$ cat src/hw/rtl/tcc_pkg.sv
// Shared types and constants of the congestion window controller.
`timescale 1ns / 1ps
package tcc_pkg;

  // Event codes
  localparam logic [1:0] ACT_SEND    = 2'd0;
  localparam logic [1:0] ACT_ACK     = 2'd1;
  localparam logic [1:0] ACT_TIMEOUT = 2'd2;
  localparam logic [1:0] ACT_NONE    = 2'd3;

  localparam int ACT_W   = 2;
  localparam int SEQ_W   = 32;
  localparam int CNT_W   = 11;
  localparam int MS_W    = 16;
  localparam int RTTQ_W  = 24;
  localparam int DUP_W   = 3;

  // Configuration register indexes
  localparam int CFG_IDX_W  = 3;
  localparam int CFG_DATA_W = 16;
  localparam logic [CFG_IDX_W-1:0] CFG_INIT_SSTHRESH = 3'd0;
  localparam logic [CFG_IDX_W-1:0] CFG_MIN_TIMEOUT   = 3'd1;
  localparam logic [CFG_IDX_W-1:0] CFG_DUP_THRESHOLD = 3'd2;
  localparam logic [CFG_IDX_W-1:0] CFG_INIT_RTT      = 3'd3;
  localparam logic [CFG_IDX_W-1:0] CFG_INIT_DEV      = 3'd4;

  // Reset values of the configuration registers
  localparam logic [CNT_W-1:0] RST_SSTHRESH    = 11'd64;
  localparam logic [MS_W-1:0]  RST_MIN_TIMEOUT = 16'd500;
  localparam logic [DUP_W-1:0] RST_DUP_THR     = 3'd3;
  localparam logic [MS_W-1:0]  RST_RTT         = 16'd1000;
  localparam logic [MS_W-1:0]  RST_DEV         = 16'd50;

  localparam logic [CNT_W-1:0]  CNT_MAX   = 11'h7FF;
  localparam logic [CNT_W-1:0]  THR_MIN   = 11'd2;
  localparam logic [DUP_W-1:0]  DUP_MAX   = 3'd7;
  localparam logic [RTTQ_W-1:0] RTTQ_MAX  = 24'hFFFFFF;
  localparam logic [RTTQ_W-1:0] RTTQ_HALF = 24'h7FFFFF;
  localparam logic [MS_W-1:0]   MS_MAX    = 16'hFFFF;

  typedef struct packed {
    logic load_in;
    logic do_send;
    logic do_dup;
    logic do_timeout;
    logic do_ack;
    logic smp_est;
    logic smp_dev;
    logic ss_grow;
    logic div_step;
    logic ca_add;
    logic out_load;
  } tcc_cmd_t;

  typedef struct packed {
    logic [ACT_W-1:0] action;
    logic             new_ack;
    logic             sample_en;
    logic             slow_start;
    logic             div_last;
  } tcc_sts_t;

  typedef struct packed {
    logic [CNT_W-1:0] window_packets;
    logic [CNT_W-1:0] threshold_packets;
    logic [MS_W-1:0]  timeout_ms;
    logic             retransmit;
    logic             timer_restart;
    logic             send_allowed;
    logic             in_slow_start;
    logic [CNT_W-1:0] in_flight_count;
  } tcc_result_t;

endpackage

$ cat src/hw/rtl/tcc_ifs.sv
// Channel interfaces: event requests, results and configuration writes.
`timescale 1ns / 1ps
interface tcc_in_if;
  logic        valid;
  logic        ready;
  logic [1:0]  action;
  logic [31:0] ack_number;
  logic [31:0] expected_ack;
  logic [10:0] segments_covered;
  logic [15:0] sample_rtt_ms;
  modport source (output valid, action, ack_number, expected_ack, segments_covered,
                  sample_rtt_ms, input ready);
  modport sink (input valid, action, ack_number, expected_ack, segments_covered,
                sample_rtt_ms, output ready);
endinterface

interface tcc_out_if;
  logic        valid;
  logic        ready;
  logic [10:0] window_packets;
  logic [10:0] threshold_packets;
  logic [15:0] timeout_ms;
  logic        retransmit;
  logic        timer_restart;
  logic        send_allowed;
  logic        in_slow_start;
  logic [10:0] in_flight_count;
  modport source (output valid, window_packets, threshold_packets, timeout_ms, retransmit,
                  timer_restart, send_allowed, in_slow_start, in_flight_count,
                  input ready);
  modport sink (input valid, window_packets, threshold_packets, timeout_ms, retransmit,
                timer_restart, send_allowed, in_slow_start, in_flight_count,
                output ready);
endinterface

interface tcc_cfg_if;
  logic        valid;
  logic        ready;
  logic [2:0]  index;
  logic [15:0] data;
  modport source (output valid, index, data, input ready);
  modport sink (input valid, index, data, output ready);
endinterface

$ cat src/hw/rtl/tcc_ctrl.sv
// Sequencer for the congestion window controller: steps the datapath per request.
`timescale 1ns / 1ps
module tcc_ctrl
  import tcc_pkg::*;
(
  input  logic     clk,
  input  logic     rst_n,
  input  logic     in_valid,
  output logic     in_ready,
  output logic     out_valid,
  input  logic     out_ready,
  input  tcc_sts_t sts,
  output tcc_cmd_t cmd
);

  localparam logic [2:0] S_IDLE    = 3'd0;
  localparam logic [2:0] S_DECODE  = 3'd1;
  localparam logic [2:0] S_SMP_EST = 3'd2;
  localparam logic [2:0] S_SMP_DEV = 3'd3;
  localparam logic [2:0] S_SS_GROW = 3'd4;
  localparam logic [2:0] S_DIV     = 3'd5;
  localparam logic [2:0] S_CA_ADD  = 3'd6;
  localparam logic [2:0] S_FINISH  = 3'd7;

  logic [2:0] state_r, state_nxt;
  logic       out_valid_r, out_valid_nxt;

  always_comb begin
    cmd       = '0;
    state_nxt = state_r;
    case (state_r)
      S_IDLE: begin
        if (in_valid) begin
          cmd.load_in = 1'b1;
          state_nxt   = S_DECODE;
        end
      end
      S_DECODE: begin
        case (sts.action)
          ACT_SEND: begin
            cmd.do_send = 1'b1;
            state_nxt   = S_FINISH;
          end
          ACT_TIMEOUT: begin
            cmd.do_timeout = 1'b1;
            state_nxt      = S_FINISH;
          end
          ACT_ACK: begin
            if (sts.new_ack) begin
              cmd.do_ack = 1'b1;
              if (sts.sample_en) state_nxt = S_SMP_EST;
              else if (sts.slow_start) state_nxt = S_SS_GROW;
              else state_nxt = S_DIV;
            end else begin
              cmd.do_dup = 1'b1;
              state_nxt  = S_FINISH;
            end
          end
          default: state_nxt = S_FINISH;
        endcase
      end
      S_SMP_EST: begin
        cmd.smp_est = 1'b1;
        state_nxt   = S_SMP_DEV;
      end
      S_SMP_DEV: begin
        cmd.smp_dev = 1'b1;
        state_nxt   = sts.slow_start ? S_SS_GROW : S_DIV;
      end
      S_SS_GROW: begin
        cmd.ss_grow = 1'b1;
        state_nxt   = S_FINISH;
      end
      S_DIV: begin
        cmd.div_step = 1'b1;
        if (sts.div_last) state_nxt = S_CA_ADD;
      end
      S_CA_ADD: begin
        cmd.ca_add = 1'b1;
        state_nxt  = S_FINISH;
      end
      S_FINISH: begin
        // hold until the output register is free or being drained
        if (!out_valid_r || out_ready) begin
          cmd.out_load = 1'b1;
          state_nxt    = S_IDLE;
        end
      end
      default: state_nxt = S_IDLE;
    endcase
  end

  always_comb begin
    out_valid_nxt = out_valid_r;
    if (cmd.out_load) out_valid_nxt = 1'b1;
    else if (out_ready) out_valid_nxt = 1'b0;
  end

  always_ff @(posedge clk) begin
    if (!rst_n) begin
      state_r     <= S_IDLE;
      out_valid_r <= 1'b0;
    end else begin
      state_r     <= state_nxt;
      out_valid_r <= out_valid_nxt;
    end
  end

  assign in_ready  = (state_r == S_IDLE);
  assign out_valid = out_valid_r;

endmodule

$ cat src/hw/rtl/tcc_dp.sv
// Datapath: window, threshold, RTT estimators, serial divider and result register.
`timescale 1ns / 1ps
module tcc_dp
  import tcc_pkg::*;
#(
  parameter int MAX_WINDOW       = 1024,
  parameter int WINDOW_FRAC_BITS = 16
) (
  input  logic                  clk,
  input  logic                  rst_n,
  input  tcc_cmd_t              cmd,
  output tcc_sts_t              sts,
  input  logic                  cfg_we,
  input  logic [CFG_IDX_W-1:0]  cfg_idx,
  input  logic [CFG_DATA_W-1:0] cfg_data,
  input  logic [ACT_W-1:0]      in_action,
  input  logic [SEQ_W-1:0]      in_ack_number,
  input  logic [SEQ_W-1:0]      in_expected_ack,
  input  logic [CNT_W-1:0]      in_segments_covered,
  input  logic [MS_W-1:0]       in_sample_rtt_ms,
  output tcc_result_t           result
);

  localparam int F     = WINDOW_FRAC_BITS;
  localparam int WI_W  = $clog2(MAX_WINDOW) + 1;
  localparam int CW_W  = WI_W + F;
  localparam int CMP_W = (WI_W > CNT_W) ? WI_W : CNT_W;
  localparam int DC_W  = $clog2(F + 1);
  localparam logic [CW_W-1:0] CW_ONE   = CW_W'(1) << F;
  localparam logic [CW_W-1:0] CW_CAP   = CW_W'(MAX_WINDOW) << F;
  localparam logic [CW_W-1:0] REM_INIT = CW_W'(1) << (F - 1);
  localparam logic [DC_W-1:0] DC_INIT  = DC_W'(F);

  // configuration
  logic [MS_W-1:0]  cfg_min_to_r, cfg_min_to_nxt;
  logic [DUP_W-1:0] cfg_dup_thr_r, cfg_dup_thr_nxt;

  // protocol state
  logic [CW_W-1:0]   cwnd_r, cwnd_nxt;
  logic [CNT_W-1:0]  thr_r, thr_nxt;
  logic              ss_r, ss_nxt;
  logic              smp_en_r, smp_en_nxt;
  logic [RTTQ_W-1:0] est_r, est_nxt;
  logic [RTTQ_W-1:0] dev_r, dev_nxt;
  logic [DUP_W-1:0]  dup_r, dup_nxt;
  logic [CNT_W-1:0]  flt_r, flt_nxt;
  logic              tmr_r, tmr_nxt;

  // per-request working registers
  logic [ACT_W-1:0]    act_r, act_nxt;
  logic [SEQ_W-1:0]    ack_r, ack_nxt;
  logic [SEQ_W-1:0]    exp_r, exp_nxt;
  logic [CNT_W-1:0]    cov_r, cov_nxt;
  logic [MS_W-1:0]     smp_r, smp_nxt;
  logic                rtx_r, rtx_nxt;
  logic [RTTQ_W+1:0]   dev3_r, dev3_nxt;
  logic [CW_W-1:0]     rem_r, rem_nxt;
  logic [F:0]          quo_r, quo_nxt;
  logic [DC_W-1:0]     dcnt_r, dcnt_nxt;
  tcc_result_t         res_r, res_nxt;

  // combinational terms
  logic [CW_W:0]     ss_sum, ca_sum, div_sh, div_sub;
  logic [CW_W-1:0]   ss_win, ca_win;
  logic              div_ge;
  logic [CMP_W-1:0]  half_ext, win_ext, ss_win_ext;
  logic [CNT_W-1:0]  thr_collapse, win_out, cov_eff, flt_dec;
  logic [DUP_W-1:0]  dup_inc;
  logic [RTTQ_W-1:0] smp_q, est_dbl, diff;
  logic [RTTQ_W+3:0] est_sum;
  logic [RTTQ_W+1:0] dev_sum;
  logic [RTTQ_W+2:0] rto_sum;
  logic [MS_W-1:0]   rto_sat, rto_out;

  always_comb begin
    ss_sum     = {1'b0, cwnd_r} + {1'b0, CW_ONE};
    ss_win     = (ss_sum > {1'b0, CW_CAP}) ? CW_CAP : ss_sum[CW_W-1:0];
    ss_win_ext = CMP_W'(ss_win[CW_W-1:F]);
    ca_sum     = {1'b0, cwnd_r} + (CW_W+1)'(quo_r);
    ca_win     = (ca_sum > {1'b0, CW_CAP}) ? CW_CAP : ca_sum[CW_W-1:0];

    div_sh  = {rem_r, 1'b0};
    div_ge  = (div_sh >= {1'b0, cwnd_r});
    div_sub = div_sh - {1'b0, cwnd_r};

    half_ext = CMP_W'(cwnd_r[CW_W-1:F+1]);
    if (half_ext < CMP_W'(THR_MIN)) thr_collapse = THR_MIN;
    else if (half_ext > CMP_W'(CNT_MAX)) thr_collapse = CNT_MAX;
    else thr_collapse = half_ext[CNT_W-1:0];

    win_ext = CMP_W'(cwnd_r[CW_W-1:F]);
    win_out = (win_ext > CMP_W'(CNT_MAX)) ? CNT_MAX : win_ext[CNT_W-1:0];

    cov_eff = (cov_r == '0) ? CNT_W'(1) : cov_r;
    flt_dec = (flt_r > cov_eff) ? (flt_r - cov_eff) : '0;
    dup_inc = (dup_r == DUP_MAX) ? DUP_MAX : (dup_r + DUP_W'(1));

    smp_q   = {smp_r, 8'b0};
    est_sum = {1'b0, est_r, 3'b0} - (RTTQ_W+4)'(est_r) + (RTTQ_W+4)'(smp_q)
              + (RTTQ_W+4)'(4);
    diff    = (smp_q >= est_r) ? (smp_q - est_r) : (est_r - smp_q);
    dev_sum = dev3_r + (RTTQ_W+2)'(diff) + (RTTQ_W+2)'(2);
    est_dbl = (est_r > RTTQ_HALF) ? RTTQ_MAX : {est_r[RTTQ_W-2:0], 1'b0};

    rto_sum = (RTTQ_W+3)'(est_r) + (RTTQ_W+3)'({dev_r, 2'b00});
    rto_sat = (rto_sum[RTTQ_W+2:8] > (RTTQ_W-5)'(MS_MAX)) ? MS_MAX
                                                           : rto_sum[MS_W+7:8];
    rto_out = (rto_sat < cfg_min_to_r) ? cfg_min_to_r : rto_sat;
  end

  always_comb begin
    cfg_min_to_nxt   = cfg_min_to_r;
    cfg_dup_thr_nxt  = cfg_dup_thr_r;
    cwnd_nxt   = cwnd_r;
    thr_nxt    = thr_r;
    ss_nxt     = ss_r;
    smp_en_nxt = smp_en_r;
    est_nxt    = est_r;
    dev_nxt    = dev_r;
    dup_nxt    = dup_r;
    flt_nxt    = flt_r;
    tmr_nxt    = tmr_r;
    act_nxt    = act_r;
    ack_nxt    = ack_r;
    exp_nxt    = exp_r;
    cov_nxt    = cov_r;
    smp_nxt    = smp_r;
    rtx_nxt    = rtx_r;
    dev3_nxt   = dev3_r;
    rem_nxt    = rem_r;
    quo_nxt    = quo_r;
    dcnt_nxt   = dcnt_r;
    res_nxt    = res_r;

    // start-up values load the matching state directly
    if (cfg_we) begin
      case (cfg_idx)
        CFG_INIT_SSTHRESH: thr_nxt = cfg_data[CNT_W-1:0];
        CFG_MIN_TIMEOUT: cfg_min_to_nxt = cfg_data;
        CFG_DUP_THRESHOLD: cfg_dup_thr_nxt = cfg_data[DUP_W-1:0];
        CFG_INIT_RTT: est_nxt = {cfg_data, 8'b0};
        CFG_INIT_DEV: dev_nxt = {cfg_data, 8'b0};
        default: ;
      endcase
    end

    if (cmd.load_in) begin
      act_nxt = in_action;
      ack_nxt = in_ack_number;
      exp_nxt = in_expected_ack;
      cov_nxt = in_segments_covered;
      smp_nxt = in_sample_rtt_ms;
      rtx_nxt = 1'b0;
    end

    if (cmd.do_send) begin
      if (flt_r != CNT_MAX) flt_nxt = flt_r + CNT_W'(1);
    end

    if (cmd.do_ack) begin
      smp_en_nxt = 1'b1;
      flt_nxt    = flt_dec;
      dup_nxt    = '0;
      tmr_nxt    = 1'b1;
      rem_nxt    = REM_INIT;
      quo_nxt    = '0;
      dcnt_nxt   = DC_INIT;
    end

    if (cmd.do_dup) begin
      dup_nxt = dup_inc;
      tmr_nxt = 1'b0;
      if (dup_inc >= cfg_dup_thr_r) begin
        rtx_nxt    = 1'b1;
        dup_nxt    = '0;
        tmr_nxt    = 1'b1;
        thr_nxt    = thr_collapse;
        cwnd_nxt   = CW_ONE;
        ss_nxt     = 1'b1;
        smp_en_nxt = 1'b0;
      end
    end

    if (cmd.do_timeout) begin
      rtx_nxt    = 1'b1;
      tmr_nxt    = 1'b1;
      thr_nxt    = thr_collapse;
      cwnd_nxt   = CW_ONE;
      ss_nxt     = 1'b1;
      smp_en_nxt = 1'b0;
      est_nxt    = est_dbl;
    end

    if (cmd.smp_est) begin
      est_nxt  = est_sum[RTTQ_W+2:3];
      dev3_nxt = {1'b0, dev_r, 1'b0} + (RTTQ_W+2)'(dev_r);
    end

    if (cmd.smp_dev) dev_nxt = dev_sum[RTTQ_W+1:2];

    if (cmd.ss_grow) begin
      cwnd_nxt = ss_win;
      if (ss_win_ext >= CMP_W'(thr_r)) ss_nxt = 1'b0;
    end

    // one quotient bit of 2^(2F) / cwnd per step
    if (cmd.div_step) begin
      rem_nxt  = div_ge ? div_sub[CW_W-1:0] : div_sh[CW_W-1:0];
      quo_nxt  = {quo_r[F-1:0], div_ge};
      dcnt_nxt = dcnt_r - DC_W'(1);
    end

    if (cmd.ca_add) cwnd_nxt = ca_win;

    if (cmd.out_load) begin
      res_nxt.window_packets    = win_out;
      res_nxt.threshold_packets = thr_r;
      res_nxt.timeout_ms        = rto_out;
      res_nxt.retransmit        = rtx_r;
      res_nxt.timer_restart     = (act_r == ACT_NONE) ? 1'b0 : tmr_r;
      res_nxt.send_allowed      = (CMP_W'(flt_r) < win_ext);
      res_nxt.in_slow_start     = ss_r;
      res_nxt.in_flight_count   = flt_r;
    end
  end

  always_ff @(posedge clk) begin
    if (!rst_n) begin
      cfg_min_to_r   <= RST_MIN_TIMEOUT;
      cfg_dup_thr_r  <= RST_DUP_THR;
      cwnd_r   <= CW_ONE;
      thr_r    <= RST_SSTHRESH;
      ss_r     <= 1'b1;
      smp_en_r <= 1'b1;
      est_r    <= {RST_RTT, 8'b0};
      dev_r    <= {RST_DEV, 8'b0};
      dup_r    <= '0;
      flt_r    <= '0;
      tmr_r    <= 1'b1;
    end else begin
      cfg_min_to_r   <= cfg_min_to_nxt;
      cfg_dup_thr_r  <= cfg_dup_thr_nxt;
      cwnd_r   <= cwnd_nxt;
      thr_r    <= thr_nxt;
      ss_r     <= ss_nxt;
      smp_en_r <= smp_en_nxt;
      est_r    <= est_nxt;
      dev_r    <= dev_nxt;
      dup_r    <= dup_nxt;
      flt_r    <= flt_nxt;
      tmr_r    <= tmr_nxt;
    end
  end

  always_ff @(posedge clk) begin
    act_r  <= act_nxt;
    ack_r  <= ack_nxt;
    exp_r  <= exp_nxt;
    cov_r  <= cov_nxt;
    smp_r  <= smp_nxt;
    rtx_r  <= rtx_nxt;
    dev3_r <= dev3_nxt;
    rem_r  <= rem_nxt;
    quo_r  <= quo_nxt;
    dcnt_r <= dcnt_nxt;
    res_r  <= res_nxt;
  end

  assign sts.action     = act_r;
  assign sts.new_ack    = (ack_r >= exp_r);
  assign sts.sample_en  = smp_en_r;
  assign sts.slow_start = ss_r;
  assign sts.div_last   = (dcnt_r == '0);
  assign result         = res_r;

endmodule

$ cat src/hw/rtl/tcc_congestion_window_control_core.sv
// Top level of the sender-side congestion window controller.
`timescale 1ns / 1ps
// Usage
//   in_ch  : one request per event (segment sent, ACK received, timer expired).
//            A request is taken when valid and ready are high at a clock edge.
//   out_ch : one result per request, in order: window, threshold, timeout and
//            the retransmit, timer restart, send and slow start flags.
//   cfg_ch : register writes, always ready. Write only while no request is in
//            progress; writing a start-up value also reloads that state.
// Processing steps
//   Send, duplicate ACK, timeout and unused codes go from decode straight to
//   finish, where the result register is loaded. A new ACK first takes an RTT
//   sample (estimate, then deviation) when sampling is enabled, then grows
//   the window in slow start, or in congestion avoidance runs the bit-serial
//   divider for 1/cwnd and adds the quotient to the window. One request is
//   worked on at a time; the next is taken once the result is registered.
// Reset and stalls
//   rst_n (synchronous) loads the register defaults and the start-up state.
//   The result register holds while out_ch.ready is low; the next request is
//   still taken and processed, then waits until the register drains.
module tcp_congestion_window_control_core
  import tcc_pkg::*;
#(
  parameter int MAX_WINDOW       = 1024,
  parameter int WINDOW_FRAC_BITS = 16
) (
  input  logic      clk,
  input  logic      rst_n,
  tcc_in_if.sink    in_ch,
  tcc_out_if.source out_ch,
  tcc_cfg_if.sink   cfg_ch
);

  tcc_cmd_t    cmd;
  tcc_sts_t    sts;
  tcc_result_t result;

  // configuration writes load their registers directly
  assign cfg_ch.ready = 1'b1;

  tcc_ctrl u_ctrl (
    .clk       (clk),
    .rst_n     (rst_n),
    .in_valid  (in_ch.valid),
    .in_ready  (in_ch.ready),
    .out_valid (out_ch.valid),
    .out_ready (out_ch.ready),
    .sts       (sts),
    .cmd       (cmd)
  );

  tcc_dp #(
    .MAX_WINDOW       (MAX_WINDOW),
    .WINDOW_FRAC_BITS (WINDOW_FRAC_BITS)
  ) u_dp (
    .clk                 (clk),
    .rst_n               (rst_n),
    .cmd                 (cmd),
    .sts                 (sts),
    .cfg_we              (cfg_ch.valid),
    .cfg_idx             (cfg_ch.index),
    .cfg_data            (cfg_ch.data),
    .in_action           (in_ch.action),
    .in_ack_number       (in_ch.ack_number),
    .in_expected_ack     (in_ch.expected_ack),
    .in_segments_covered (in_ch.segments_covered),
    .in_sample_rtt_ms    (in_ch.sample_rtt_ms),
    .result              (result)
  );

  // drive the result channel from the result register
  assign out_ch.window_packets    = result.window_packets;
  assign out_ch.threshold_packets = result.threshold_packets;
  assign out_ch.timeout_ms        = result.timeout_ms;
  assign out_ch.retransmit        = result.retransmit;
  assign out_ch.timer_restart     = result.timer_restart;
  assign out_ch.send_allowed      = result.send_allowed;
  assign out_ch.in_slow_start     = result.in_slow_start;
  assign out_ch.in_flight_count   = result.in_flight_count;

endmodule
$ cat src/flat_wrapper.sv
// flat-port wrapper written by rule: the top's interface ports become plain ports
module tcp_congestion_window_control_core_flat import tcc_pkg::*;
#(
  parameter int MAX_WINDOW       = 1024,
  parameter int WINDOW_FRAC_BITS = 16
)
  (clk, rst_n, in_ch_valid, in_ch_action, in_ch_ack_number, in_ch_expected_ack, in_ch_segments_covered, in_ch_sample_rtt_ms, in_ch_ready, out_ch_valid, out_ch_window_packets, out_ch_threshold_packets, out_ch_timeout_ms, out_ch_retransmit, out_ch_timer_restart, out_ch_send_allowed, out_ch_in_slow_start, out_ch_in_flight_count, out_ch_ready, cfg_ch_valid, cfg_ch_index, cfg_ch_data, cfg_ch_ready);
  tcc_in_if in_ch_i ();
  tcc_out_if out_ch_i ();
  tcc_cfg_if cfg_ch_i ();
  input  logic clk;
  input  logic rst_n;
  input wire logic [$bits(in_ch_i.valid)-1:0] in_ch_valid;
  input wire logic [$bits(in_ch_i.action)-1:0] in_ch_action;
  input wire logic [$bits(in_ch_i.ack_number)-1:0] in_ch_ack_number;
  input wire logic [$bits(in_ch_i.expected_ack)-1:0] in_ch_expected_ack;
  input wire logic [$bits(in_ch_i.segments_covered)-1:0] in_ch_segments_covered;
  input wire logic [$bits(in_ch_i.sample_rtt_ms)-1:0] in_ch_sample_rtt_ms;
  output wire logic [$bits(in_ch_i.ready)-1:0] in_ch_ready;
  output wire logic [$bits(out_ch_i.valid)-1:0] out_ch_valid;
  output wire logic [$bits(out_ch_i.window_packets)-1:0] out_ch_window_packets;
  output wire logic [$bits(out_ch_i.threshold_packets)-1:0] out_ch_threshold_packets;
  output wire logic [$bits(out_ch_i.timeout_ms)-1:0] out_ch_timeout_ms;
  output wire logic [$bits(out_ch_i.retransmit)-1:0] out_ch_retransmit;
  output wire logic [$bits(out_ch_i.timer_restart)-1:0] out_ch_timer_restart;
  output wire logic [$bits(out_ch_i.send_allowed)-1:0] out_ch_send_allowed;
  output wire logic [$bits(out_ch_i.in_slow_start)-1:0] out_ch_in_slow_start;
  output wire logic [$bits(out_ch_i.in_flight_count)-1:0] out_ch_in_flight_count;
  input wire logic [$bits(out_ch_i.ready)-1:0] out_ch_ready;
  input wire logic [$bits(cfg_ch_i.valid)-1:0] cfg_ch_valid;
  input wire logic [$bits(cfg_ch_i.index)-1:0] cfg_ch_index;
  input wire logic [$bits(cfg_ch_i.data)-1:0] cfg_ch_data;
  output wire logic [$bits(cfg_ch_i.ready)-1:0] cfg_ch_ready;
  assign in_ch_i.valid = in_ch_valid;
  assign in_ch_i.action = in_ch_action;
  assign in_ch_i.ack_number = in_ch_ack_number;
  assign in_ch_i.expected_ack = in_ch_expected_ack;
  assign in_ch_i.segments_covered = in_ch_segments_covered;
  assign in_ch_i.sample_rtt_ms = in_ch_sample_rtt_ms;
  assign in_ch_ready = in_ch_i.ready;
  assign out_ch_valid = out_ch_i.valid;
  assign out_ch_window_packets = out_ch_i.window_packets;
  assign out_ch_threshold_packets = out_ch_i.threshold_packets;
  assign out_ch_timeout_ms = out_ch_i.timeout_ms;
  assign out_ch_retransmit = out_ch_i.retransmit;
  assign out_ch_timer_restart = out_ch_i.timer_restart;
  assign out_ch_send_allowed = out_ch_i.send_allowed;
  assign out_ch_in_slow_start = out_ch_i.in_slow_start;
  assign out_ch_in_flight_count = out_ch_i.in_flight_count;
  assign out_ch_i.ready = out_ch_ready;
  assign cfg_ch_i.valid = cfg_ch_valid;
  assign cfg_ch_i.index = cfg_ch_index;
  assign cfg_ch_i.data = cfg_ch_data;
  assign cfg_ch_ready = cfg_ch_i.ready;
  tcp_congestion_window_control_core #(.MAX_WINDOW(MAX_WINDOW), .WINDOW_FRAC_BITS(WINDOW_FRAC_BITS)) u_core (.clk(clk), .rst_n(rst_n), .in_ch(in_ch_i), .out_ch(out_ch_i), .cfg_ch(cfg_ch_i));
endmodule
$ cat config.mk
export PLATFORM = sky130hd
export DESIGN_NAME = tcp_congestion_window_control_core_flat
export DESIGN_NICKNAME = d
export VERILOG_FILES = /design/src/hw/rtl/tcc_pkg.sv /design/src/hw/rtl/tcc_ifs.sv /design/src/hw/rtl/tcc_ctrl.sv /design/src/hw/rtl/tcc_dp.sv /design/src/hw/rtl/tcc_congestion_window_control_core.sv /design/src/flat_wrapper.sv
export SDC_FILE = /design/constraint.sdc
export NUM_CORES = 1
export LEC_CHECK = 0
export BUFFER_PORTS_ARGS = -buffer_cell sky130_fd_sc_hd__buf_4
export CORE_MARGIN = 5
export CORE_UTILIZATION = 56
export CTS_CLUSTER_SIZE = 14
export DETAILED_ROUTE_END_ITERATION = 8
export PLACE_DENSITY_LB_ADDON = 0.2
export REMOVE_ABC_BUFFERS = 1
export SETUP_SLACK_MARGIN = 0.05
export SLEW_MARGIN = 10
export SYNTH_ARGS = -nofsm -noshare
export SYNTH_HDL_FRONTEND = slang
export SYNTH_HIERARCHICAL = 1
export SYNTH_SLANG_ARGS = --single-unit
$ cat constraint.sdc
create_clock -name clk -period 6 [get_ports clk]
set_clock_uncertainty 0.2 [all_clocks]
set_input_delay 0.6 -clock clk [delete_from_list [all_inputs] [get_ports clk]]
set_output_delay 0.6 -clock clk [all_outputs]
set_load 0.05 [all_outputs]
## Word-level counts from Yosys, hierarchy flattened

Index checks and enable logic that the tools add are counted.

- Output and inout bits: 56
- Logic and storage cells: 189
- Register bits: 348
- Bits of input ports: 117

- Muxes and demuxes: 81
- Add/subtract/negate cells: 16
- Equality and inequality tests: 19
- Reduce and logical (&&, ||, !) cells: 27
- Bitwise logic cells: 1
- Magnitude comparators: 14

Operators with widths:

| kind | count |
|---|---|
| $mux W27 | 10 |
| $mux W24 | 9 |
| $mux W11 | 10 |
| $gt A28 B27 Y1 const B | 2 |
| $sub A24 B24 Y24 | 2 |
| $mux W17 | 2 |
| $mux W1 | 33 |
| $ge A32 B32 Y1 | 1 |
| $mux W16 | 2 |
| $mux W3 | 10 |
| $add A27 B17 Y28 | 1 |
| $add A27 B17 Y28 const B | 1 |
| $ge A28 B27 Y1 | 1 |
| $add A24 B26 Y27 | 1 |
| $add A27 B24 Y27 | 1 |
| $add A27 B3 Y27 const B | 1 |
| $sub A27 B24 Y27 | 1 |
| $sub A27 B27 Y27 | 1 |
| $add A25 B24 Y26 | 1 |
| $add A26 B2 Y26 const B | 1 |
| $add A26 B24 Y26 | 1 |
| $ge A24 B24 Y1 | 1 |
| $gt A24 B23 Y1 const B | 1 |
| $pmux W3 S7 | 1 |
| other kinds (36) | 63 |

## Depth between registers and ports, before layout

Gate-level depths: netlist of run 1.

- Word-level depth: 8
- Mapped depth: 30
- Gate-level depth less buffers: 28

## Cells and area by module

Netlist of run 1, hierarchy kept.

By module, submodules not included:

| module | instances | area an instance (sq um) | seq. area each (sq um) | cells an instance |
|---|---|---|---|---|
| tcc_dp | 1 | 24,149.4 | 9,098.7 | 2,557 |
| tcc_ctrl | 1 | 339.1 | 80.1 | 44 |
| tcp_congestion_window_control_core | 1 | 11.3 | 0.0 | 2 |

## Least setup slack after synthesis of run 1

Ideal clock, no wire load.

- Path kind: reg-to-reg
- From: reg u_core.u_dp.est_r[9]
- To: reg u_core.u_dp.dev_r[23]
- Buffers on the path: 2
- Data arrival time: 6.299 ns
- Data required time: 5.668 ns
- Path slack: -0.631 ns
- Setup time: 0.132 ns
- Period minus slack after synthesis: 6.631 ns
- Cell stages (with the launch flop): 28
- Cell sequence: dfxtp_1 inv_1 ha_1 or3_1 a31oi_1 o21bai_1 and3_1 a41o_1 a31oi_1 o21ai_0 a31oi_1 buf_2 buf_2 mux2i_1 ha_1 fa_1 a21o_1 a21o_1 a2111oi_0 nor4_1 o31a_1 a221o_1 a21oi_1 o21ai_0 a31oi_1 a21oi_1 xnor2_1 a21oi_1

- Cells in the longest elaborated chain, start to end: 5
- Elaborated cells on any way between the ends: 7
- Classes of those cells: add/sub: 4; order compare: 1; mux: 2

Ends and longest elaborated chain:

| what | RTL line | source |
|---|---|---|
| start, declared | tcc_dp.sv:43 | `logic [RTTQ_W-1:0] est_r, est_nxt;` |
| start signal, assigned | tcc_dp.sv:235 | `est_r <= {RST_RTT, 8'b0};` |
| start signal, assigned | tcc_dp.sv:247 | `est_r <= est_nxt;` |
| $sub A24 B24 Y24 / $ge A24 B24 Y1 (equally long branches) | tcc_dp.sv:101 | `diff = (smp_q >= est_r) ? (smp_q - est_r) : (est_r - smp_q);` |
| $mux W24 (*) | tcc_dp.sv:101 |  |
| $add A26 B24 Y26 (*) | tcc_dp.sv:102 | `dev_sum = dev3_r + (RTTQ_W+2)'(diff) + (RTTQ_W+2)'(2);` |
| $add A26 B2 Y26 (*) | tcc_dp.sv:102 |  |
| $mux W24 (*) | tcc_dp.sv:199 | `if (cmd.smp_dev) dev_nxt = dev_sum[RTTQ_W+1:2];` |
| end signal, assigned | tcc_dp.sv:236 | `dev_r <= {RST_DEV, 8'b0};` |
| end signal, assigned | tcc_dp.sv:248 | `dev_r <= dev_nxt;` |
| end, declared | tcc_dp.sv:44 | `logic [RTTQ_W-1:0] dev_r, dev_nxt;` |

Every way passes the cells marked *; elsewhere a longest branch is shown, timed or not.
A chain may end at the register's enable or synchronous reset.

## Worst setup path after layout of run 1

- From: reg u_core.u_dp.smp_r[0]
- To: reg u_core.u_dp.dev_r[21]

- Cells in the longest elaborated chain, start to end: 5
- Elaborated cells on any way between the ends: 7
- Classes of those cells: add/sub: 4; order compare: 1; mux: 2

Ends and longest elaborated chain:

| what | RTL line | source |
|---|---|---|
| start, declared | tcc_dp.sv:54 | `logic [MS_W-1:0] smp_r, smp_nxt;` |
| start signal, assigned | tcc_dp.sv:260 | `smp_r <= smp_nxt;` |
| $sub A24 B24 Y24 / $ge A24 B24 Y1 (equally long branches) | tcc_dp.sv:101 |  |
| $mux W24 (*) | tcc_dp.sv:101 |  |
| $add A26 B24 Y26 (*) | tcc_dp.sv:102 |  |
| $add A26 B2 Y26 (*) | tcc_dp.sv:102 |  |
| $mux W24 (*) | tcc_dp.sv:199 |  |

Marked as above.

==> run_summary.xml, run 1 <==
<?xml version="1.0" encoding="UTF-8"?>
<metrics>
  <group name="power_and_ir_drop">
    <metric name="clockPowerShare" unit="%">16.2</metric>
    <metric name="share_comb_of_total_power" unit="%">62.7</metric>
    <metric name="cellLeakagePower" unit="nW">12.90</metric>
    <metric name="p_total" unit="W">0.01579</metric>
    <metric name="worst_ir_drop_vdd" unit="V">0.0003003</metric>
    <metric name="net-switching-power" unit="W">0.006772</metric>
    <metric name="power_per_cell_area" unit="nW/um2">534.2</metric>
    <metric name="sequentialPowerShare" unit="%">21.1</metric>
    <metric name="netSwitchingFraction" unit="%">42.90</metric>
    <metric name="p_int" unit="W">0.009013</metric>
  </group>
  <group name="floorplan">
    <metric name="die_area" unit="um2">48030</metric>
    <metric name="num_io_pins" unit="">173</metric>
    <metric name="initial_core_util" unit="%">56.75</metric>
    <metric name="die_height" unit="um">219.2</metric>
    <metric name="rows" unit="">76</metric>
    <metric name="core_area" unit="um2">43170</metric>
    <metric name="fp.dieW" unit="um">219.2</metric>
  </group>
  <group name="global_routing">
    <metric name="grt_pass1_vias" unit="">21450</metric>
    <metric name="grt_start_max_net_pins" unit="">54</metric>
    <metric name="first_pass_grt_wire_length" unit="um">111600</metric>
    <metric name="global_route.overflow_total" unit="">0</metric>
    <metric name="grt_antenna_before_repair" unit="">2</metric>
    <metric name="total_routing_usage_reported_by_global_routing" unit="%">28.94</metric>
  </group>
  <group name="cts">
    <metric name="clk_transition_reported_paths" unit="ns">0.06</metric>
    <metric name="clock_tree.htree_level_count" unit="">2</metric>
    <metric name="root_buffer" unit="">sky130_fd_sc_hd__clkbuf_16</metric>
    <metric name="cts.sink_count" unit="">348</metric>
    <metric name="clk-insertion-delay-late" unit="ns">0.58</metric>
    <metric name="tritoncts.num_buffers" unit="">41</metric>
    <metric name="clock_tree.buffer_depth" unit="">3</metric>
    <metric name="clock_tree_from_tritoncts" unit="">built</metric>
  </group>
  <group name="worst_setup_path">
    <metric name="worst_setup_path_endpoint" unit="">u_core/u_dp/dev_r[21]</metric>
    <metric name="rr_worst_depth" unit="">26</metric>
    <metric name="worst-setup-path-type" unit="">flop to flop</metric>
    <metric name="startpoint_type" unit="">flop</metric>
    <metric name="regToRegEndpoint" unit="">u_core/u_dp/dev_r[21]</metric>
    <metric name="cp.arrival" unit="ns">6.28</metric>
    <metric name="required_time_of_the_critical_path" unit="ns">6.24</metric>
    <metric name="startpoint" unit="">u_core/u_dp/smp_r[0]</metric>
    <metric name="worst_r2r_startpoint" unit="">u_core/u_dp/smp_r[0]</metric>
    <metric name="critPathCaptureType" unit="">flop</metric>
    <metric name="timing.critical_path.fanout_max" unit="">4</metric>
    <metric name="reg2reg_setup_slack" unit="ns">-0.04</metric>
  </group>
  <group name="synthesis">
    <metric name="postSynth.asyncResetShare" unit="%">0</metric>
    <metric name="synth_cell_types" unit="">93</metric>
    <metric name="netlist.top_cell.by_area" unit="">sky130_fd_sc_hd__edfxtp_1</metric>
    <metric name="synthCells" unit="">2603</metric>
    <metric name="syn_avg_cell_area" unit="um2">9.412</metric>
    <metric name="number_of_warning_messages_in_the_yosys_log" unit="">6</metric>
    <metric name="synth_top_area_share" unit="%">27.09</metric>
    <metric name="largest_cells_by_area_after_synthesis" unit="">sky130_fd_sc_hd__edfxtp_1, sky130_fd_sc_hd__ha_1, sky130_fd_sc_hd__dfxtp_1, sky130_fd_sc_hd__a21oi_1, sky130_fd_sc_hd__xnor2_1</metric>
    <metric name="number_of_synthesized_flops_with_an_enable_pin" unit="">221</metric>
    <metric name="ys.flop_type" unit="">sky130_fd_sc_hd__edfxtp_1</metric>
    <metric name="synth_sequential_area_ratio" unit="%">37.46</metric>
    <metric name="synth_seq_cells" unit="">348</metric>
    <metric name="synthesis.area" unit="um2">24500</metric>
  </group>
  <group name="sta">
    <metric name="timing.final.crit_share" unit="%">100.6</metric>
    <metric name="final_hold_viol_count" unit="">0</metric>
    <metric name="rsz0062_at_grt" unit="">true</metric>
    <metric name="max_freq" unit="MHz">165.6</metric>
    <metric name="post-route-min-period" unit="ns">6.039</metric>
    <metric name="slew_headroom" unit="%">19.92</metric>
    <metric name="final_critical_path_setup_slack" unit="ns">-0.03869</metric>
    <metric name="setup_viol_count_final" unit="">2</metric>
    <metric name="final.setup.tns" unit="ns">-0.05424</metric>
    <metric name="timing_max_transition_violations_final" unit="">0</metric>
    <metric name="worst_pin_slew" unit="ns">1.186</metric>
  </group>
  <group name="detailed_routing">
    <metric name="drc_errors" unit="">0</metric>
    <metric name="route.detailed.wl_per_inst" unit="um">20.28</metric>
    <metric name="drt_wl_total" unit="um">72070</metric>
    <metric name="via_per_inst" unit="">5.987</metric>
    <metric name="drt-pass1-iter-count" unit="">7</metric>
    <metric name="drt.antenna.violating_nets" unit="">0</metric>
    <metric name="drt-initial-drc-count" unit="">2030</metric>
    <metric name="vias_post_dr" unit="">21280</metric>
  </group>
  <group name="layout">
    <metric name="layout.cells.non_filler" unit="">3554</metric>
    <metric name="layout_common_cells" unit="">sky130_fd_sc_hd__buf_4, sky130_fd_sc_hd__ha_1, sky130_fd_sc_hd__edfxtp_1, sky130_fd_sc_hd__inv_1, sky130_fd_sc_hd__nor2_1</metric>
    <metric name="multiInputGateArea" unit="um2">14280</metric>
    <metric name="number_of_fillers_in_the_final_layout" unit="">3258</metric>
    <metric name="post_route_cells_drive_above_1_share" unit="%">15.70</metric>
    <metric name="nNetsFinal" unit="">3362</metric>
    <metric name="area_growth" unit="%">20.62</metric>
    <metric name="area.sequential" unit="um2">9179</metric>
    <metric name="final_common_cell" unit="">sky130_fd_sc_hd__buf_4</metric>
  </group>
  <group name="min_path">
    <metric name="hp-class" unit="">primary input to flop</metric>
  </group>
  <group name="placed_design">
    <metric name="count_of_input_and_output_buffers" unit="">171</metric>
    <metric name="hpwlAfterDp" unit="um">50880</metric>
    <metric name="gp_congestion" unit="">0.9326</metric>
    <metric name="placed_cells_incl_taps" unit="">3376</metric>
  </group>
  <group name="flow_run">
    <metric name="max_cap_viol_count" unit="">0</metric>
  </group>
  <group name="run_status">
    <metric name="violations" unit="">negative setup slack</metric>
    <metric name="result_of_the_run" unit="">complete, but fails checks</metric>
  </group>
</metrics>
critical path: stages (launching register included):
cell	delay, ns
sky130_fd_sc_hd__edfxtp_1	0.42
sky130_fd_sc_hd__ha_2	0.21
sky130_fd_sc_hd__or3_1	0.36
sky130_fd_sc_hd__a31oi_2	0.19
sky130_fd_sc_hd__o21bai_2	0.11
sky130_fd_sc_hd__and3_4	0.17
sky130_fd_sc_hd__a41o_1	0.21
sky130_fd_sc_hd__a31oi_1	0.16
sky130_fd_sc_hd__o21ai_1	0.13
sky130_fd_sc_hd__a31oi_2	0.19
sky130_fd_sc_hd__buf_6	0.17
sky130_fd_sc_hd__mux2i_2	0.22
sky130_fd_sc_hd__ha_1	0.29
sky130_fd_sc_hd__fa_2	0.41
sky130_fd_sc_hd__a21o_1	0.17
sky130_fd_sc_hd__a21o_1	0.20
sky130_fd_sc_hd__a2111oi_4	0.34
sky130_fd_sc_hd__buf_4	0.17
sky130_fd_sc_hd__nor4_2	0.05
sky130_fd_sc_hd__o31a_1	0.36
sky130_fd_sc_hd__a221o_1	0.35
sky130_fd_sc_hd__a21oi_2	0.19
sky130_fd_sc_hd__o21ai_2	0.10
sky130_fd_sc_hd__a31oi_4	0.21
sky130_fd_sc_hd__buf_4	0.14
sky130_fd_sc_hd__xor2_1	0.13
sky130_fd_sc_hd__a21oi_1	0.08
worst min path at each step:
| stage | from | end | slack (ns) | cells after the start |
|---|---|---|---|---|
| global route | in_ch_sample_rtt_ms[0] | u_core/u_dp/smp_r[0] | 0.01 | 1 |
| CTS | in_ch_sample_rtt_ms[3] | u_core/u_dp/smp_r[3] | 0.003 | 1 |
| floorplan | u_core/u_dp/rtx_r | u_core/u_dp/result[14] | 0.21 | 0 |
| detailed placement | u_core/u_dp/thr_r[4] | u_core/u_dp/result[35] | 0.22 | 0 |
| finish | in_ch_sample_rtt_ms[2] | u_core/u_dp/smp_r[2] | 0.02 | 1 |
| global placement | u_core/u_dp/thr_r[10] | u_core/u_dp/result[41] | 0.22 | 0 |
cell type report:
cell class	count	share of cell area, %
diodes	1	0.008468
multi-input cells	1931	48.31
clock inverters	24	0.8807
flip-flops and latches	348	31.06
inverters	223	2.833
well taps	585	2.477
repair buffers	391	10.72
clock buffers	51	3.701
cells by family after synthesis:
logic type	Yosys count	share of synthesized area, %
compound gates	691	18.55
mux	69	2.947
fa+ha+maj	309	16.45
buf+inv	324	5.311
simple gates	723	14.32
flops	348	37.46
other cells	1	0.01531
xor+xnor	138	4.933
synthesized netlist by cell type (all sizes together), types with 51 or more instances:
cell	number
edfxtp	221
ha	287
dfxtp	127
nor3	51
xnor2	95
a21o	82
o21ai	144
nor2	213
inv	221
clkbuf	75
nand2	171
a21oi	182
power by group through the flow:
stage | sequential, W | combinational, W | clock [W]
2_1_floorplan | 0.00341 | 0.00626 | 0
3_5_place_dp | 0.00336 | 0.00903 | 0
5_1_grt | 0.00337 | 0.0108 | 0.00270
6_report | 0.00334 | 0.00989 | 0.00256
3_3_place_gp | 0.00335 | 0.00876 | 0
4_1_cts | 0.00332 | 0.00932 | 0.00259
state kept, by name, indices dropped and copies added, names as in the netlist, 16 cells and up:
name / cells
u_core/u_dp/result: 53
u_core/u_dp/ack_r: 32
u_core/u_dp/exp_r: 32
u_core/u_dp/cwnd_r: 27
u_core/u_dp/rem_r: 27
u_core/u_dp/dev3_r: 26
u_core/u_dp/dev_r: 24
u_core/u_dp/est_r: 24
u_core/u_dp/quo_r: 17
u_core/u_dp/cfg_min_to_r: 16
u_core/u_dp/smp_r: 16
stage by stage:
step | util [%] | setup WS, ns | hold WS, ns | instance area (um2)
6_report | 68.45 | -0.03869 | 0.02056 | 29550
5_1_grt | 68.45 | -0.2927 | 0.01314 | 29550
4_1_cts | 67.93 | 0.05005 | 0.002582 | 29330
3_5_place_dp | 62.55 | -0.5886 | 0.2171 | 27000
3_3_place_gp | 62.55 | -0.3521 | 0.2186 | 27000
2_1_floorplan | - | -1.590 | 0.2082 | 24040
layer usage:
metal	vias up	part of all wire, %	track usage (%)
met5	-	0	0
met4	0	3.6	11.03
met3	181	6.5	3.407
met2	866	49	50.76
met1	10140	41	36.74
li1	10090	-	-
what timing repair did:
item	in CTS	in global routing
setup endpoints to repair	9	25
hold endpoints to repair	89	0
setup buffers	6	7
hold buffers	89	0
gates resized for setup	11	38
pin swaps	12	25
No activity file was read; power rests on OpenSTA's default activity.
==> inputs of run 2 (changes only) <==
==> constraint.sdc (replaced) <==
create_clock -name clk -period 6 [get_ports clk]
set_clock_uncertainty 0.2 [all_clocks]
set_input_delay 0.3 -clock clk [delete_from_list [all_inputs] [get_ports clk]]
set_output_delay 0.3 -clock clk [all_outputs]
set_load 0.05 [all_outputs]
==> run 2 against run 1 <==
The flow now finishes without violations; core utilization is 0.39 points higher; critical endpoint unchanged; critical path type unchanged; clock power is 3% lower; maximum frequency is 1.2% higher; sequential power hardly changed.
==> run_summary.xml, run 2 (same netlist as run 1, synthesis figures left out) <==
<?xml version="1.0" encoding="UTF-8"?>
<metrics>
  <group name="run_status">
    <metric name="result_of_the_run" unit="">finished, final reports clean</metric>
  </group>
  <group name="floorplan">
    <metric name="die_height" unit="um">219.2</metric>
    <metric name="fp.dieW" unit="um">219.2</metric>
    <metric name="rows" unit="">76</metric>
    <metric name="initial_core_util" unit="%">56.75</metric>
    <metric name="die_area" unit="um2">48030</metric>
    <metric name="num_io_pins" unit="">173</metric>
    <metric name="core_area" unit="um2">43170</metric>
  </group>
  <group name="sta">
    <metric name="timing_max_transition_violations_final" unit="">0</metric>
    <metric name="slew_headroom" unit="%">24.31</metric>
    <metric name="timing.final.crit_share" unit="%">99.41</metric>
    <metric name="setup_viol_count_final" unit="">0</metric>
    <metric name="final.setup.tns" unit="ns">0</metric>
    <metric name="max_freq" unit="MHz">167.7</metric>
    <metric name="post-route-min-period" unit="ns">5.964</metric>
    <metric name="final_hold_viol_count" unit="">0</metric>
    <metric name="rsz0062_at_grt" unit="">true</metric>
    <metric name="worst_pin_slew" unit="ns">1.121</metric>
  </group>
  <group name="power_and_ir_drop">
    <metric name="cellLeakagePower" unit="nW">12.97</metric>
    <metric name="clockPowerShare" unit="%">15.9</metric>
    <metric name="power_per_cell_area" unit="nW/um2">524.7</metric>
    <metric name="share_comb_of_total_power" unit="%">62.7</metric>
    <metric name="worst_ir_drop_vdd" unit="V">0.0003411</metric>
    <metric name="net-switching-power" unit="W">0.006676</metric>
    <metric name="p_int" unit="W">0.008919</metric>
    <metric name="netSwitchingFraction" unit="%">42.81</metric>
    <metric name="sequentialPowerShare" unit="%">21.4</metric>
  </group>
  <group name="detailed_routing">
    <metric name="via_per_inst" unit="">5.991</metric>
    <metric name="drt-initial-drc-count" unit="">1924</metric>
    <metric name="vias_post_dr" unit="">21410</metric>
    <metric name="drt_wl_total" unit="um">72020</metric>
    <metric name="drt.antenna.violating_nets" unit="">0</metric>
    <metric name="route.detailed.wl_per_inst" unit="um">20.15</metric>
    <metric name="drc_errors" unit="">0</metric>
    <metric name="drt-pass1-iter-count" unit="">6</metric>
  </group>
  <group name="layout">
    <metric name="multiInputGateArea" unit="um2">14270</metric>
    <metric name="final_core_util" unit="%">68.84</metric>
    <metric name="layout.cells.non_filler" unit="">3574</metric>
    <metric name="nNetsFinal" unit="">3383</metric>
    <metric name="area_growth" unit="%">21.31</metric>
    <metric name="max_ffs_per_register" unit="">53</metric>
    <metric name="layout_common_cells" unit="">sky130_fd_sc_hd__buf_4, sky130_fd_sc_hd__ha_1, sky130_fd_sc_hd__edfxtp_1, sky130_fd_sc_hd__inv_1, sky130_fd_sc_hd__nor2_1</metric>
    <metric name="area.sequential" unit="um2">9180</metric>
    <metric name="number_of_fillers_in_the_final_layout" unit="">3237</metric>
    <metric name="num_antenna_cells" unit="">0</metric>
    <metric name="post_route_cells_drive_above_1_share" unit="%">15.32</metric>
    <metric name="final_common_cell" unit="">sky130_fd_sc_hd__buf_4</metric>
    <metric name="finalInstanceArea" unit="um2">29720</metric>
  </group>
  <group name="worst_setup_path">
    <metric name="reg2reg_setup_slack" unit="ns">0.04</metric>
    <metric name="critPathCaptureType" unit="">flop</metric>
    <metric name="stage_delay_of_the_slowest_cell_on_the_critical_path" unit="ns">0.42</metric>
    <metric name="cp_common_cell" unit="">sky130_fd_sc_hd__a31oi_2</metric>
    <metric name="required_time_of_the_critical_path" unit="ns">6.25</metric>
    <metric name="startpoint_type" unit="">flop</metric>
    <metric name="cp.arrival" unit="ns">6.22</metric>
    <metric name="crit_slowest_cell" unit="">sky130_fd_sc_hd__edfxtp_1</metric>
    <metric name="timing.critical_path.fanout_max" unit="">4</metric>
    <metric name="worst-setup-path-type" unit="">flop to flop</metric>
  </group>
  <group name="cts">
    <metric name="tritoncts.num_buffers" unit="">41</metric>
    <metric name="clock_tree_from_tritoncts" unit="">built</metric>
    <metric name="cts.sink_count" unit="">348</metric>
    <metric name="root_buffer" unit="">sky130_fd_sc_hd__clkbuf_16</metric>
    <metric name="clock_tree.htree_level_count" unit="">2</metric>
    <metric name="clk_transition_reported_paths" unit="ns">0.06</metric>
    <metric name="clock_tree.buffer_depth" unit="">3</metric>
    <metric name="clk-insertion-delay-late" unit="ns">0.58</metric>
  </group>
  <group name="placed_design">
    <metric name="hpwlAfterDp" unit="um">50280</metric>
    <metric name="placement.cell_area" unit="um2">27000</metric>
    <metric name="placed_cells_incl_taps" unit="">3375</metric>
    <metric name="gp_congestion" unit="">0.9327</metric>
    <metric name="count_of_input_and_output_buffers" unit="">171</metric>
  </group>
  <group name="global_routing">
    <metric name="total_routing_usage_reported_by_global_routing" unit="%">29.29</metric>
    <metric name="grt_antenna_before_repair" unit="">0</metric>
    <metric name="grt_start_max_net_pins" unit="">54</metric>
    <metric name="grt_pass1_vias" unit="">21570</metric>
    <metric name="first_pass_grt_wire_length" unit="um">113100</metric>
    <metric name="global_route.overflow_total" unit="">0</metric>
  </group>
  <group name="min_path">
    <metric name="hp-class" unit="">primary input to flop</metric>
  </group>
  <group name="flow_run">
    <metric name="max_cap_viol_count" unit="">0</metric>
  </group>
</metrics>
## run 2: worst paths after layout
kind,from,end,cells after the start
max,u_core/u_dp/smp_r[0],u_core/u_dp/dev_r[21],27
min,cfg_ch_index[1],u_core/u_dp/cfg_min_to_r[12],5
max reg2reg,u_core/u_dp/smp_r[0],u_core/u_dp/dev_r[21],27
min reg2reg,u_core/u_dp/thr_r[10],u_core/u_dp/result[41],0
## run 2: area by class of cell
cell class / count / share of cell area (%)
clock inverters: 25 / 0.7914
multi-input cells: 1931 / 48.00
flip-flops and latches: 348 / 30.89
repair buffers: 412 / 11.40
clock buffers: 50 / 3.637
well taps: 585 / 2.463
inverters: 223 / 2.816
## run 2: per-stage QoR
stage	total power (W)	setup WS, ns	hold WS [ns]
floorplan	0.009665	-1.590	0.1619
global placement	0.01211	-0.3503	0.2185
detailed placement	0.01236	-0.5274	0.2164
CTS	0.01511	0.05075	0.05089
finish	0.01559	0.03551	0.07560
global route	0.01672	-0.1383	0.1107
## run 2: per-layer routing
metal  global-route usage [%]  vias up  routed length [um]
met1                    37.21    10220               29400
met3                    4.263      189                4851
met5                        0        -                   0
li1                         -    10150                   -
met4                    11.03        0                2650
met2                    50.80      850               35120
## run 2: power groups by stage
stage	combinational (W)	sequential (W)	clock, W
after floorplan	0.00626	0.00341	0
after global placement	0.00876	0.00335	0
after detailed placement	0.00900	0.00336	0
after CTS	0.00928	0.00332	0.00251
after global routing	0.0107	0.00337	0.00263
final	0.00977	0.00334	0.00248
## run 2: critical path: cells and delay by family, from the launching register on
kind / cells / cell delay (ns)
compound gates: 15 / 2.95
fa+ha+maj: 3 / 0.76
simple gates: 3 / 0.59
buf+inv: 4 / 0.55
flops: 1 / 0.42
mux: 1 / 0.23
xor+xnor: 1 / 0.13
## run 2: what timing repair did
item | CTS | global route
gates resized for setup | 13 | 33
pin swaps | 12 | 19
hold buffers | 112 | 0
buffers inserted | 5 | 7
endpoints found under the setup margin | 11 | 24
hold endpoints to repair | 147 | 0
